### src/tss_pkg.sv
// Shared constants, codes and interface types of the timed segment sequencer.
package tss_pkg;

    // Queue and tick configuration
    localparam int QUEUE_DEPTH = 16;
    localparam int TICK_RATE   = 60;

    localparam int PTR_W = $clog2(QUEUE_DEPTH);
    localparam int CNT_W = $clog2(QUEUE_DEPTH + 1);

    // Reciprocal unit widths: divisor TICK_RATE*factor, dividend 2^24 + divisor/2
    localparam int FACTOR_W = 16;
    localparam int D_W      = FACTOR_W + $clog2(TICK_RATE + 1);
    localparam int ONE_POS  = 24;
    localparam int NUM_W    = ((D_W > ONE_POS) ? D_W : ONE_POS) + 2;
    localparam int DCNT_W   = $clog2(NUM_W + 1);

    localparam int TIME_W = 32;
    localparam int DUR_W  = 31;
    localparam int ID_W   = 8;

    // Input operation codes
    localparam logic [1:0] OP_PUSH  = 2'd0;
    localparam logic [1:0] OP_START = 2'd1;
    localparam logic [1:0] OP_TICK  = 2'd2;

    // Result kind codes
    localparam logic [1:0] KIND_END    = 2'd0;
    localparam logic [1:0] KIND_ACTION = 2'd1;
    localparam logic [1:0] KIND_FINISH = 2'd2;
    localparam logic [1:0] KIND_REJECT = 2'd3;

    // Configuration register indexes
    localparam logic REG_FINISH_EN = 1'b0;

    // Optional event: valid flag and identifier
    typedef struct packed {
        logic            valid;
        logic [ID_W-1:0] id;
    } event_t;

    // One queue entry as stored in the segment memory
    typedef struct packed {
        logic [TIME_W-1:0] left;
        logic [TIME_W-1:0] elapsed;
        logic [TIME_W-1:0] step;
        event_t            action;
        event_t            end_event;
    } entry_t;

    // Commands from the controller to the datapath
    typedef struct packed {
        logic       capture;
        logic       div_start;
        logic       push_write;
        logic       wb_write;
        logic       set_run;
        logic       clr_run;
        logic       pop;
        logic       latch_end;
        logic       emit;
        logic [1:0] emit_kind;
        logic       emit_last;
    } cmd_t;

    // Status from the datapath to the controller
    typedef struct packed {
        logic [1:0] op;
        logic       running;
        logic       empty;
        logic       full;
        logic       count_one;
        logic       expired;
        logic       end_valid;
        logic       act_valid;
        logic       held_end_valid;
        logic       div_done;
        logic       out_free;
    } sts_t;

endpackage

### src/tss_ram.sv
// Generic single write port, single registered read port RAM.
module tss_ram #(
    parameter int WIDTH = 8,
    parameter int DEPTH = 16
) (
    input  logic                     aclk,
    input  logic                     we,
    input  logic [$clog2(DEPTH)-1:0] waddr,
    input  logic [WIDTH-1:0]         wdata,
    input  logic [$clog2(DEPTH)-1:0] raddr,
    output logic [WIDTH-1:0]         rdata
);

    logic [WIDTH-1:0] mem [DEPTH];

    // Write and registered read
    always_ff @(posedge aclk) begin
        if (we) begin
            mem[waddr] <= wdata;
        end
        rdata <= mem[raddr];
    end

endmodule

### src/tss_recip.sv
// Bit-serial restoring divider that computes the per-tick step of a segment.
module tss_recip
    import tss_pkg::*;
(
    input  logic                aclk,
    input  logic                aresetn,
    input  logic                start,
    input  logic [FACTOR_W-1:0] factor,
    output logic                done,
    output logic [TIME_W-1:0]   step
);

    logic [D_W-1:0]    d_val;
    logic [NUM_W-1:0]  num_val;
    logic [D_W-1:0]    d_reg;
    logic [D_W-1:0]    rem_reg;
    logic [NUM_W-1:0]  q_reg;
    logic [DCNT_W-1:0] cnt_reg;
    logic              busy_reg;
    logic              done_reg;
    logic [D_W:0]      trial;
    logic              q_bit;
    logic [D_W-1:0]    rem_next;

    // Divisor TICK_RATE * factor with zero raised to one, dividend 2^24 + divisor/2
    always_comb begin
        d_val   = D_W'(TICK_RATE) * ((factor == '0) ? D_W'(1) : D_W'(factor));
        num_val = (NUM_W'(1) << ONE_POS) + NUM_W'(d_val >> 1);
    end

    // One quotient bit per cycle
    always_comb begin
        trial    = {rem_reg, q_reg[NUM_W-1]};
        q_bit    = (trial >= {1'b0, d_reg});
        rem_next = q_bit ? D_W'(trial - {1'b0, d_reg}) : D_W'(trial);
    end

    // Sequence control
    always_ff @(posedge aclk) begin
        if (!aresetn) begin
            busy_reg <= 1'b0;
            done_reg <= 1'b0;
            cnt_reg  <= '0;
        end else begin
            done_reg <= 1'b0;
            if (start) begin
                busy_reg <= 1'b1;
                cnt_reg  <= DCNT_W'(NUM_W);
            end else if (busy_reg) begin
                cnt_reg <= cnt_reg - 1'b1;
                if (cnt_reg == DCNT_W'(1)) begin
                    busy_reg <= 1'b0;
                    done_reg <= 1'b1;
                end
            end
        end
    end

    // Remainder and quotient shift
    always_ff @(posedge aclk) begin
        if (start) begin
            d_reg   <= d_val;
            rem_reg <= '0;
            q_reg   <= num_val;
        end else if (busy_reg) begin
            rem_reg <= rem_next;
            q_reg   <= {q_reg[NUM_W-2:0], q_bit};
        end
    end

    assign done = done_reg;
    assign step = TIME_W'(q_reg);

endmodule

### src/tss_datapath.sv
// Datapath: input capture, queue pointers, segment memory, step unit and result register.
module tss_datapath
    import tss_pkg::*;
(
    input  logic              aclk,
    input  logic              aresetn,
    input  cmd_t              cmd,
    output sts_t              sts,
    input  logic [1:0]        s_op,
    input  logic [DUR_W-1:0]  s_duration,
    input  logic [15:0]       s_slowdown,
    input  logic              s_has_action,
    input  logic [ID_W-1:0]   s_action_id,
    input  logic              s_has_end_event,
    input  logic [ID_W-1:0]   s_end_event_id,
    input  logic              s_has_start_time,
    input  logic [TIME_W-1:0] s_start_time,
    output logic              m_valid,
    input  logic              m_ready,
    output logic [1:0]        m_kind,
    output logic [ID_W-1:0]   m_event_id,
    output logic [TIME_W-1:0] m_seg_time,
    output logic              m_last
);

    // Captured input transfer
    logic [1:0]        op_reg;
    logic [DUR_W-1:0]  duration_reg;
    logic [15:0]       slowdown_reg;
    event_t            action_reg;
    event_t            end_event_reg;
    logic              has_start_reg;
    logic [TIME_W-1:0] start_time_reg;

    // Queue control state
    logic             running_reg;
    logic [PTR_W-1:0] head_reg;
    logic [CNT_W-1:0] count_reg;
    event_t           end_hold_reg;

    // Result register
    logic              m_valid_reg;
    logic [1:0]        m_kind_reg;
    logic [ID_W-1:0]   m_event_id_reg;
    logic [TIME_W-1:0] m_seg_time_reg;
    logic              m_last_reg;

    logic              div_done;
    logic [TIME_W-1:0] div_step;
    logic [PTR_W:0]    tail_sum;
    logic [PTR_W-1:0]  tail;
    logic [PTR_W-1:0]  head_inc;
    entry_t            rd_entry;
    entry_t            new_entry;
    entry_t            wb_entry;
    entry_t            wr_entry;
    logic              ram_we;
    logic [PTR_W-1:0]  ram_waddr;
    logic              out_free;
    logic [ID_W-1:0]   emit_id;
    logic [TIME_W-1:0] emit_time;

    tss_recip u_recip (
        .aclk    (aclk),
        .aresetn (aresetn),
        .start   (cmd.div_start),
        .factor  (slowdown_reg),
        .done    (div_done),
        .step    (div_step)
    );

    // Capture the accepted input transfer
    always_ff @(posedge aclk) begin
        if (cmd.capture) begin
            op_reg         <= s_op;
            duration_reg   <= s_duration;
            slowdown_reg   <= s_slowdown;
            action_reg     <= '{valid: s_has_action, id: s_action_id};
            end_event_reg  <= '{valid: s_has_end_event, id: s_end_event_id};
            has_start_reg  <= s_has_start_time;
            start_time_reg <= s_start_time;
        end
    end

    // Tail slot and next head, wrapped at the queue depth
    always_comb begin
        tail_sum = (PTR_W+1)'(head_reg) + (PTR_W+1)'(count_reg);
        if (tail_sum >= (PTR_W+1)'(QUEUE_DEPTH)) begin
            tail = PTR_W'(tail_sum - (PTR_W+1)'(QUEUE_DEPTH));
        end else begin
            tail = PTR_W'(tail_sum);
        end
        head_inc = (head_reg == PTR_W'(QUEUE_DEPTH - 1)) ? '0 : PTR_W'(head_reg + 1'b1);
    end

    // Run flag, head pointer and fill count
    always_ff @(posedge aclk) begin
        if (!aresetn) begin
            running_reg <= 1'b0;
            head_reg    <= '0;
            count_reg   <= '0;
        end else begin
            if (cmd.set_run) begin
                running_reg <= 1'b1;
            end else if (cmd.clr_run) begin
                running_reg <= 1'b0;
            end
            if (cmd.pop) begin
                head_reg  <= head_inc;
                count_reg <= count_reg - 1'b1;
            end else if (cmd.push_write) begin
                count_reg <= count_reg + 1'b1;
            end
        end
    end

    // Build new and updated entries
    always_comb begin
        new_entry.left      = {1'b0, duration_reg};
        new_entry.elapsed   = (has_start_reg && !running_reg) ? start_time_reg : '0;
        new_entry.step      = div_step;
        new_entry.action    = action_reg.valid ? action_reg : '0;
        new_entry.end_event = end_event_reg.valid ? end_event_reg : '0;

        wb_entry         = rd_entry;
        wb_entry.left    = rd_entry.left - rd_entry.step;
        wb_entry.elapsed = rd_entry.elapsed + rd_entry.step;

        ram_we    = cmd.push_write || cmd.wb_write;
        ram_waddr = cmd.push_write ? tail : head_reg;
        wr_entry  = cmd.push_write ? new_entry : wb_entry;
    end

    tss_ram #(
        .WIDTH ($bits(entry_t)),
        .DEPTH (QUEUE_DEPTH)
    ) u_seg_ram (
        .aclk  (aclk),
        .we    (ram_we),
        .waddr (ram_waddr),
        .wdata (wr_entry),
        .raddr (head_reg),
        .rdata (rd_entry)
    );

    // Hold the end event of the popped segment
    always_ff @(posedge aclk) begin
        if (!aresetn) begin
            end_hold_reg <= '0;
        end else if (cmd.latch_end) begin
            end_hold_reg <= rd_entry.end_event;
        end
    end

    // Select result payload by kind
    always_comb begin
        case (cmd.emit_kind)
            KIND_END: begin
                emit_id   = end_hold_reg.id;
                emit_time = '0;
            end
            KIND_ACTION: begin
                emit_id   = rd_entry.action.id;
                emit_time = rd_entry.elapsed;
            end
            default: begin
                emit_id   = '0;
                emit_time = '0;
            end
        endcase
    end

    assign out_free = !m_valid_reg || m_ready;

    // Result register: load on emit, drop after the transfer
    always_ff @(posedge aclk) begin
        if (!aresetn) begin
            m_valid_reg <= 1'b0;
        end else if (cmd.emit) begin
            m_valid_reg <= 1'b1;
        end else if (m_ready) begin
            m_valid_reg <= 1'b0;
        end
    end

    always_ff @(posedge aclk) begin
        if (cmd.emit) begin
            m_kind_reg     <= cmd.emit_kind;
            m_event_id_reg <= emit_id;
            m_seg_time_reg <= emit_time;
            m_last_reg     <= cmd.emit_last;
        end
    end

    // Status toward the controller
    always_comb begin
        sts.op             = op_reg;
        sts.running        = running_reg;
        sts.empty          = (count_reg == '0);
        sts.full           = (count_reg >= CNT_W'(QUEUE_DEPTH));
        sts.count_one      = (count_reg == CNT_W'(1));
        sts.expired        = (rd_entry.left == '0) || rd_entry.left[TIME_W-1];
        sts.end_valid      = rd_entry.end_event.valid;
        sts.act_valid      = rd_entry.action.valid;
        sts.held_end_valid = end_hold_reg.valid;
        sts.div_done       = div_done;
        sts.out_free       = out_free;
    end

    assign m_valid    = m_valid_reg;
    assign m_kind     = m_kind_reg;
    assign m_event_id = m_event_id_reg;
    assign m_seg_time = m_seg_time_reg;
    assign m_last     = m_last_reg;

endmodule

### src/tss_ctrl.sv
// Controller state machine that sequences pushes, starts and ticks.
module tss_ctrl
    import tss_pkg::*;
(
    input  logic aclk,
    input  logic aresetn,
    input  logic s_valid,
    output logic s_ready,
    input  logic finish_en,
    input  sts_t sts,
    output cmd_t cmd
);

    typedef enum logic [3:0] {
        S_IDLE,
        S_DECODE,
        S_DIV,
        S_RD,
        S_CHK,
        S_POPRD,
        S_END,
        S_ACT,
        S_REJECT,
        S_FINISH
    } state_t;

    state_t state_reg;
    state_t state_next;
    logic   more_reg;
    logic   more_next;

    // Next state and commands
    always_comb begin
        state_next = state_reg;
        more_next  = more_reg;
        cmd        = '0;
        s_ready    = (state_reg == S_IDLE);

        unique case (state_reg)
            S_IDLE: begin
                if (s_valid) begin
                    cmd.capture = 1'b1;
                    state_next  = S_DECODE;
                end
            end
            S_DECODE: begin
                unique case (sts.op)
                    OP_PUSH: begin
                        if (sts.full) begin
                            state_next = S_REJECT;
                        end else begin
                            cmd.div_start = 1'b1;
                            state_next    = S_DIV;
                        end
                    end
                    OP_START: begin
                        cmd.set_run = 1'b1;
                        state_next  = S_IDLE;
                    end
                    OP_TICK: begin
                        if (!sts.running) begin
                            state_next = S_IDLE;
                        end else if (sts.empty) begin
                            cmd.clr_run = 1'b1;
                            state_next  = finish_en ? S_FINISH : S_IDLE;
                        end else begin
                            state_next = S_RD;
                        end
                    end
                    default: begin
                        state_next = S_IDLE;
                    end
                endcase
            end
            S_DIV: begin
                if (sts.div_done) begin
                    cmd.push_write = 1'b1;
                    state_next     = S_IDLE;
                end
            end
            S_RD: begin
                state_next = S_CHK;
            end
            S_CHK: begin
                // Pop an expired head; otherwise advance it
                if (sts.expired) begin
                    cmd.latch_end = 1'b1;
                    cmd.pop       = 1'b1;
                    if (sts.count_one) begin
                        more_next  = 1'b0;
                        state_next = sts.end_valid ? S_END : S_IDLE;
                    end else begin
                        more_next  = 1'b1;
                        state_next = S_POPRD;
                    end
                end else begin
                    state_next = S_ACT;
                end
            end
            S_POPRD: begin
                state_next = S_END;
            end
            S_END: begin
                if (!sts.held_end_valid) begin
                    state_next = S_ACT;
                end else if (sts.out_free) begin
                    cmd.emit      = 1'b1;
                    cmd.emit_kind = KIND_END;
                    cmd.emit_last = !more_reg || !sts.act_valid;
                    state_next    = more_reg ? S_ACT : S_IDLE;
                end
            end
            S_ACT: begin
                if (!sts.act_valid) begin
                    cmd.wb_write = 1'b1;
                    state_next   = S_IDLE;
                end else if (sts.out_free) begin
                    cmd.emit      = 1'b1;
                    cmd.emit_kind = KIND_ACTION;
                    cmd.emit_last = 1'b1;
                    cmd.wb_write  = 1'b1;
                    state_next    = S_IDLE;
                end
            end
            S_REJECT: begin
                if (sts.out_free) begin
                    cmd.emit      = 1'b1;
                    cmd.emit_kind = KIND_REJECT;
                    cmd.emit_last = 1'b1;
                    state_next    = S_IDLE;
                end
            end
            S_FINISH: begin
                if (sts.out_free) begin
                    cmd.emit      = 1'b1;
                    cmd.emit_kind = KIND_FINISH;
                    cmd.emit_last = 1'b1;
                    state_next    = S_IDLE;
                end
            end
            default: begin
                state_next = S_IDLE;
            end
        endcase
    end

    // State and follow-on flag
    always_ff @(posedge aclk) begin
        if (!aresetn) begin
            state_reg <= S_IDLE;
            more_reg  <= 1'b0;
        end else begin
            state_reg <= state_next;
            more_reg  <= more_next;
        end
    end

endmodule

### src/timed_segment_sequencer_unit.sv
// Top level of the timed segment sequencer: register port, controller and datapath.
//
//   channel   ports          direction  handshake
//   input     s_*            in         s_valid / s_ready
//   result    m_*            out        m_valid / m_ready
//   config    p* (APB)       in/out     psel, penable, pwrite, pready
//
// A start or an ignored op is done after decode; a rejected push also emits its reject
// result. A tick reads the head segment through the registered segment memory, plus a
// second read when a segment is popped and another one follows it.
// A push waits for the one-bit-per-cycle step divider. Results leave through a one-entry
// output register; the next input is taken while it waits, and emission holds while the
// register is occupied and m_ready is low.
// Reset clears run flag, pointers and count; segment memory is not cleared.
module timed_segment_sequencer_unit
    import tss_pkg::*;
(
    input  logic              aclk,
    input  logic              aresetn,
    // Input channel
    input  logic              s_valid,
    output logic              s_ready,
    input  logic [1:0]        s_op,
    input  logic [DUR_W-1:0]  s_duration,
    input  logic [15:0]       s_slowdown,
    input  logic              s_has_action,
    input  logic [ID_W-1:0]   s_action_id,
    input  logic              s_has_end_event,
    input  logic [ID_W-1:0]   s_end_event_id,
    input  logic              s_has_start_time,
    input  logic [TIME_W-1:0] s_start_time,
    // Result channel
    output logic              m_valid,
    input  logic              m_ready,
    output logic [1:0]        m_kind,
    output logic [ID_W-1:0]   m_event_id,
    output logic [TIME_W-1:0] m_seg_time,
    output logic              m_last,
    // Configuration port
    input  logic              psel,
    input  logic              penable,
    input  logic              pwrite,
    input  logic [2:0]        paddr,
    input  logic [31:0]       pwdata,
    output logic [31:0]       prdata,
    output logic              pready
);

    logic finish_en_reg;
    logic reg_idx;
    logic cfg_write;
    cmd_t cmd;
    sts_t sts;

    assign pready    = 1'b1;
    assign reg_idx   = paddr[2];
    assign cfg_write = psel && penable && pwrite && pready;

    // Finish notice enable register
    always_ff @(posedge aclk) begin
        if (!aresetn) begin
            finish_en_reg <= 1'b0;
        end else if (cfg_write && (reg_idx == REG_FINISH_EN)) begin
            finish_en_reg <= pwdata[0];
        end
    end

    // Register read back
    always_comb begin
        unique case (reg_idx)
            REG_FINISH_EN: prdata = {31'd0, finish_en_reg};
            default:       prdata = '0;
        endcase
    end

    tss_ctrl u_ctrl (
        .aclk      (aclk),
        .aresetn   (aresetn),
        .s_valid   (s_valid),
        .s_ready   (s_ready),
        .finish_en (finish_en_reg),
        .sts       (sts),
        .cmd       (cmd)
    );

    tss_datapath u_datapath (
        .aclk             (aclk),
        .aresetn          (aresetn),
        .cmd              (cmd),
        .sts              (sts),
        .s_op             (s_op),
        .s_duration       (s_duration),
        .s_slowdown       (s_slowdown),
        .s_has_action     (s_has_action),
        .s_action_id      (s_action_id),
        .s_has_end_event  (s_has_end_event),
        .s_end_event_id   (s_end_event_id),
        .s_has_start_time (s_has_start_time),
        .s_start_time     (s_start_time),
        .m_valid          (m_valid),
        .m_ready          (m_ready),
        .m_kind           (m_kind),
        .m_event_id       (m_event_id),
        .m_seg_time       (m_seg_time),
        .m_last           (m_last)
    );

`ifndef SYNTHESIS
    // Never overwrite a result that has not been transferred
    a_emit_slot_free: assert property (@(posedge aclk) disable iff (!aresetn)
        cmd.emit |-> sts.out_free)
        else $error("result emitted while output register is occupied");

    // Never write a new segment into a full queue
    a_push_not_full: assert property (@(posedge aclk) disable iff (!aresetn)
        cmd.push_write |-> !sts.full)
        else $error("segment written into a full queue");

    // A full queue is never empty
    a_count_range: assert property (@(posedge aclk) disable iff (!aresetn)
        !(sts.full && sts.empty))
        else $error("fill count inconsistent");

    // No result is emitted and no segment popped while waiting for an input transfer
    a_idle_quiet: assert property (@(posedge aclk) disable iff (!aresetn)
        s_ready |-> !cmd.emit && !cmd.pop)
        else $error("datapath activity while idle");
`endif

endmodule

### config.mk
export PLATFORM = sky130hd
export DESIGN_NAME = timed_segment_sequencer_unit
export DESIGN_NICKNAME = d
export VERILOG_FILES = /design/src/tss_pkg.sv /design/src/tss_ram.sv /design/src/tss_recip.sv /design/src/tss_datapath.sv /design/src/tss_ctrl.sv /design/src/timed_segment_sequencer_unit.sv
export SDC_FILE = /design/constraint.sdc
export NUM_CORES = 2
export LEC_CHECK = 0
export ABC_CLOCK_PERIOD_IN_PS = 7800
export BUFFER_PORTS_ARGS = -buffer_cell sky130_fd_sc_hd__clkbuf_2
export CORE_UTILIZATION = 56
export CTS_BUF_LIST = sky130_fd_sc_hd__clkbuf_4 sky130_fd_sc_hd__clkbuf_8 sky130_fd_sc_hd__clkbuf_16
export DETAILED_ROUTE_END_ITERATION = 7
export PLACE_DENSITY = 0.75
export SETUP_SLACK_MARGIN = 0.1
export SLEW_MARGIN = 20
export SYNTH_ARGS = -nofsm -noshare
export SYNTH_HDL_FRONTEND = slang
export SYNTH_SLANG_ARGS = --single-unit
### constraint.sdc
create_clock -name aclk -period 7.8 [get_ports aclk]
set_clock_uncertainty 0.1 [all_clocks]
set_input_delay 1.56 -clock aclk [delete_from_list [all_inputs] [get_ports aclk]]
set_output_delay 1.56 -clock aclk [all_outputs]
set_load 0.01 [all_outputs]
==> flow_summary_export.csv <==
group,metric,value,unit
clocking,clock_sinks,2182,
die,core,154000,um2
logic_synthesis,synth-seq-cells,2182,
final_layout,nNetsFinal,4973,
clocking,htree_levels,4,
logic_synthesis,postSynthCellCount,4412,
global_route,grt_overflow,0,
logic_synthesis,ys.warnings.count,0,
clocking,root_buffer,"clkbuf_16",
global_route,grt_pass1_wl,294,mm
drt,wire_per_inst,29.0,um
logic_synthesis,yosys.area_share.simple,3.14,%
global_route,track_usage,26.0,%
drt,drt_wl_total,201,mm
clocking,cts_buffers,209,
worst_setup_path,reg2reg_to,"u_datapath.u_recip.q_reg[19]",
logic_synthesis,synth_edf_count,2013,
final_layout,antennaDiodeCount,0,
outcome,status,"complete, no violations",
clocking,clock_latency,0.86,ns
timing,layout_setup_ws,2.18,ns
flow_run,drv_cap,0,
global_route,antenna_found_initial,5,
worst_setup_path,r2r_cells,19,
logic_synthesis,muxShareOfSynthArea,15.0,%
final_layout,top_regs,"u_datapath.u_seg_ram.mem (1824), u_datapath.u_seg_ram.rdata (114)",
logic_synthesis,synth_top_area_share,69.5,%
power_and_ir_drop,power_density,250,nW/um2
logic_synthesis,ys.flop_type,"edfxtp_1",
final_layout,final_cell_mix,"edfxtp_1, mux4_2, nand2_1",
logic_synthesis,syn-mean-instance-area,19.7,um2
timing,rsz0062_at_grt,"no",
worst_setup_path,worstPathMaxFanout,6,
hold_path,min_path_cells,2,
timing,maxSlewViolCount,0,
worst_setup_path,reg2reg_slack,2.18,ns
placement,portBuffers,154,
placement,preCtsSetupSlack,2.31,ns
timing,period_needed,5.62,ns
worst_setup_path,start_kind,"flip-flop",
power_and_ir_drop,p_leak,31.6,nW
final_layout,drive_above_1_share,25.8,%
final_layout,regMostFlops,"u_datapath.u_seg_ram.mem",
logic_synthesis,ys_async_sr_fraction,0,%
timing,worstMarginPinSlew,1.16,ns
final_layout,mostFrequentLayoutCell,"edfxtp_1",
clocking,clock_path_buffers,3,
clocking,postCtsResizedCells,0,
worst_setup_path,reg2reg_from,"u_datapath.slowdown_reg[7]",
drt,drt-initial-drc-count,4986,
worst_setup_path,critPathKind,"flip-flop to flip-flop",
timing,setup_tns,0,ns
clocking,cts_tree,"done",
worst_setup_path,crit_path_end_kind,"flip-flop",
logic_synthesis,synthAdderAreaFrac,2.34,%
timing,relSlewSlack,22.5,%
die,pin_count,220,
logic_synthesis,synth_xor_area_share,1.01,%
die,dieWidth,396,um
die,dieArea,157000,um2
hold_path,min_from,"u_datapath.u_recip.rem_reg[11]",
die,start_util,56.4,%
worst_setup_path,cp.required,8.27,ns
timing,max_freq,0.178,GHz
final_layout,largest_reg_flops,1824,
timing,finalCritPeriodShare,72.1,%
worst_setup_path,arrival,6.09,ns
logic_synthesis,synth_seq_area_share,73.4,%
die,die_h,396,um
logic_synthesis,synth_cell_type_count,79,
global_route,grt_max_degree,137,
logic_synthesis,synth_top_family_by_area,"multiplexers",
clocking,cts_setup_buffers,0,
placement,dp_hpwl,105,mm
clocking,clk_pin_slew_worst_paths,0.06,ns
logic_synthesis,synth_compound_area_share,3.31,%
power_and_ir_drop,total_power,0.0244,W
drt,drcViolationCount,0,
logic_synthesis,synth_area_leaders,"edfxtp_1, mux4_2, dfxtp_1, ha_1, nand2_1",
drt,dr.pass1.iters,6,
die,num_rows,144,
logic_synthesis,syn_area,86900,um2
clocking,cts_hold_buf,0,
global_route,grt_pass1_vias,44100,
hold_path,hold_path_class,"flip-flop to flip-flop",
final_layout,area_growth,12.3,%
drt,vias_per_cell,6.29,
logic_synthesis,synth.largest_area_cell,"edfxtp_1",
timing,finalHoldViolCount,0,
hold_path,holdPathEnd,"u_datapath.u_recip.rem_reg[11]",
drt,ant_nets,0,
timing,setup_viol,0,
power_and_ir_drop,vdd_drop_max,0.236,mV
drt,via_count,43500,
placement,routabilityCongestion,0.855,
[cell families after synthesis]
logic type | Yosys count
flops | 2182
xor+xnor | 100
compound gates | 460
mux | 593
simple gates | 569
other cells | 2
buf+inv | 358
fa+ha+maj | 148
[area by class of cell]
| cell class | count | area [um2] |
|---|---|---|
| clock buffers | 291 | 6000 |
| well taps | 2044 | 2560 |
| inverters | 127 | 477 |
| fillers | 10100 | 56400 |
| repair buffers | 261 | 1780 |
| multi-input cells | 1902 | 21900 |
| clock inverters | 102 | 1110 |
| flip-flops and latches | 2182 | 63800 |
[synthesized netlist by cell type (46+ instances only)]
cell type  number
xnor2_1        54
dfxtp_1       169
inv_1         126
xor2_1         46
a21oi_1       138
o21ai_0       130
ha_1          124
nor2_1        111
clkbuf_1      146
edfxtp_1     2013
nand2_1       218
mux4_2        570
[power by group]
group / internal [W] / switching [W]
sequential: 0.0128 / 0.0000866
combinational: 0.000514 / 0.000729
clock: 0.00588 / 0.00438
[how the worst max path moves through the flow]
stage | startpoint | to | slack, ns | depth (start not counted)
global route | u_datapath.slowdown_reg[6] | u_datapath.u_recip.q_reg[19] | 1.85 | 19
detailed placement | u_datapath.slowdown_reg[8] | u_datapath.u_recip.q_reg[19] | 2.31 | 17
CTS | u_datapath.slowdown_reg[7] | u_datapath.u_recip.q_reg[19] | 2.24 | 19
finish | u_datapath.slowdown_reg[7] | u_datapath.u_recip.q_reg[19] | 2.18 | 19
global placement | u_datapath.slowdown_reg[7] | u_datapath.u_recip.q_reg[20] | 2.32 | 20
floorplan | u_datapath.head_reg[1] | u_datapath.u_seg_ram.mem[12][0] | -0.03 | 10
[critical path, stage by stage, from the launching register on]
cell and delay (ns):
edfxtp_1 0.45, inv_1 0.09, ha_1 0.13, nor4b_1 0.65
nand3_1 0.37, o21ai_0 0.42, ha_1 0.32, or2_2 0.13
ha_1 0.24, xor2_1 0.16, ha_1 0.34, nor2b_1 0.15
o21ai_0 0.21, a21boi_1 0.13, or2_2 0.32, a22o_1 0.22
o41ai_2 0.30, o21ai_1 0.14, xor2_1 0.20, mux2_2 0.29
[metal layers]
| metal | routed length [um] | global-route usage, % |
|---|---|---|
| met1 | 77300 | 35.0 |
| met2 | 99400 | 42.4 |
| met3 | 16200 | 4.58 |
| met4 | 7860 | 10.3 |
| met5 | 46 | 0 |
[metrics by stage]
| step | std cells | utilization, % | hold slack, ns | instance area [um2] |
|---|---|---|---|---|
| floorplan | 4442 | - | 0.368 | 87100 |
| global placement | 6515 | 58.8 | 0.390 | 90500 |
| detailed placement | 6515 | 58.8 | 0.393 | 90500 |
| CTS | 6908 | 63.4 | 0.427 | 97600 |
| global route | 6909 | 63.4 | 0.448 | 97600 |
| finish | 6909 | 63.4 | 0.432 | 97600 |
Note: power is estimated with default switching activity, not from simulation.
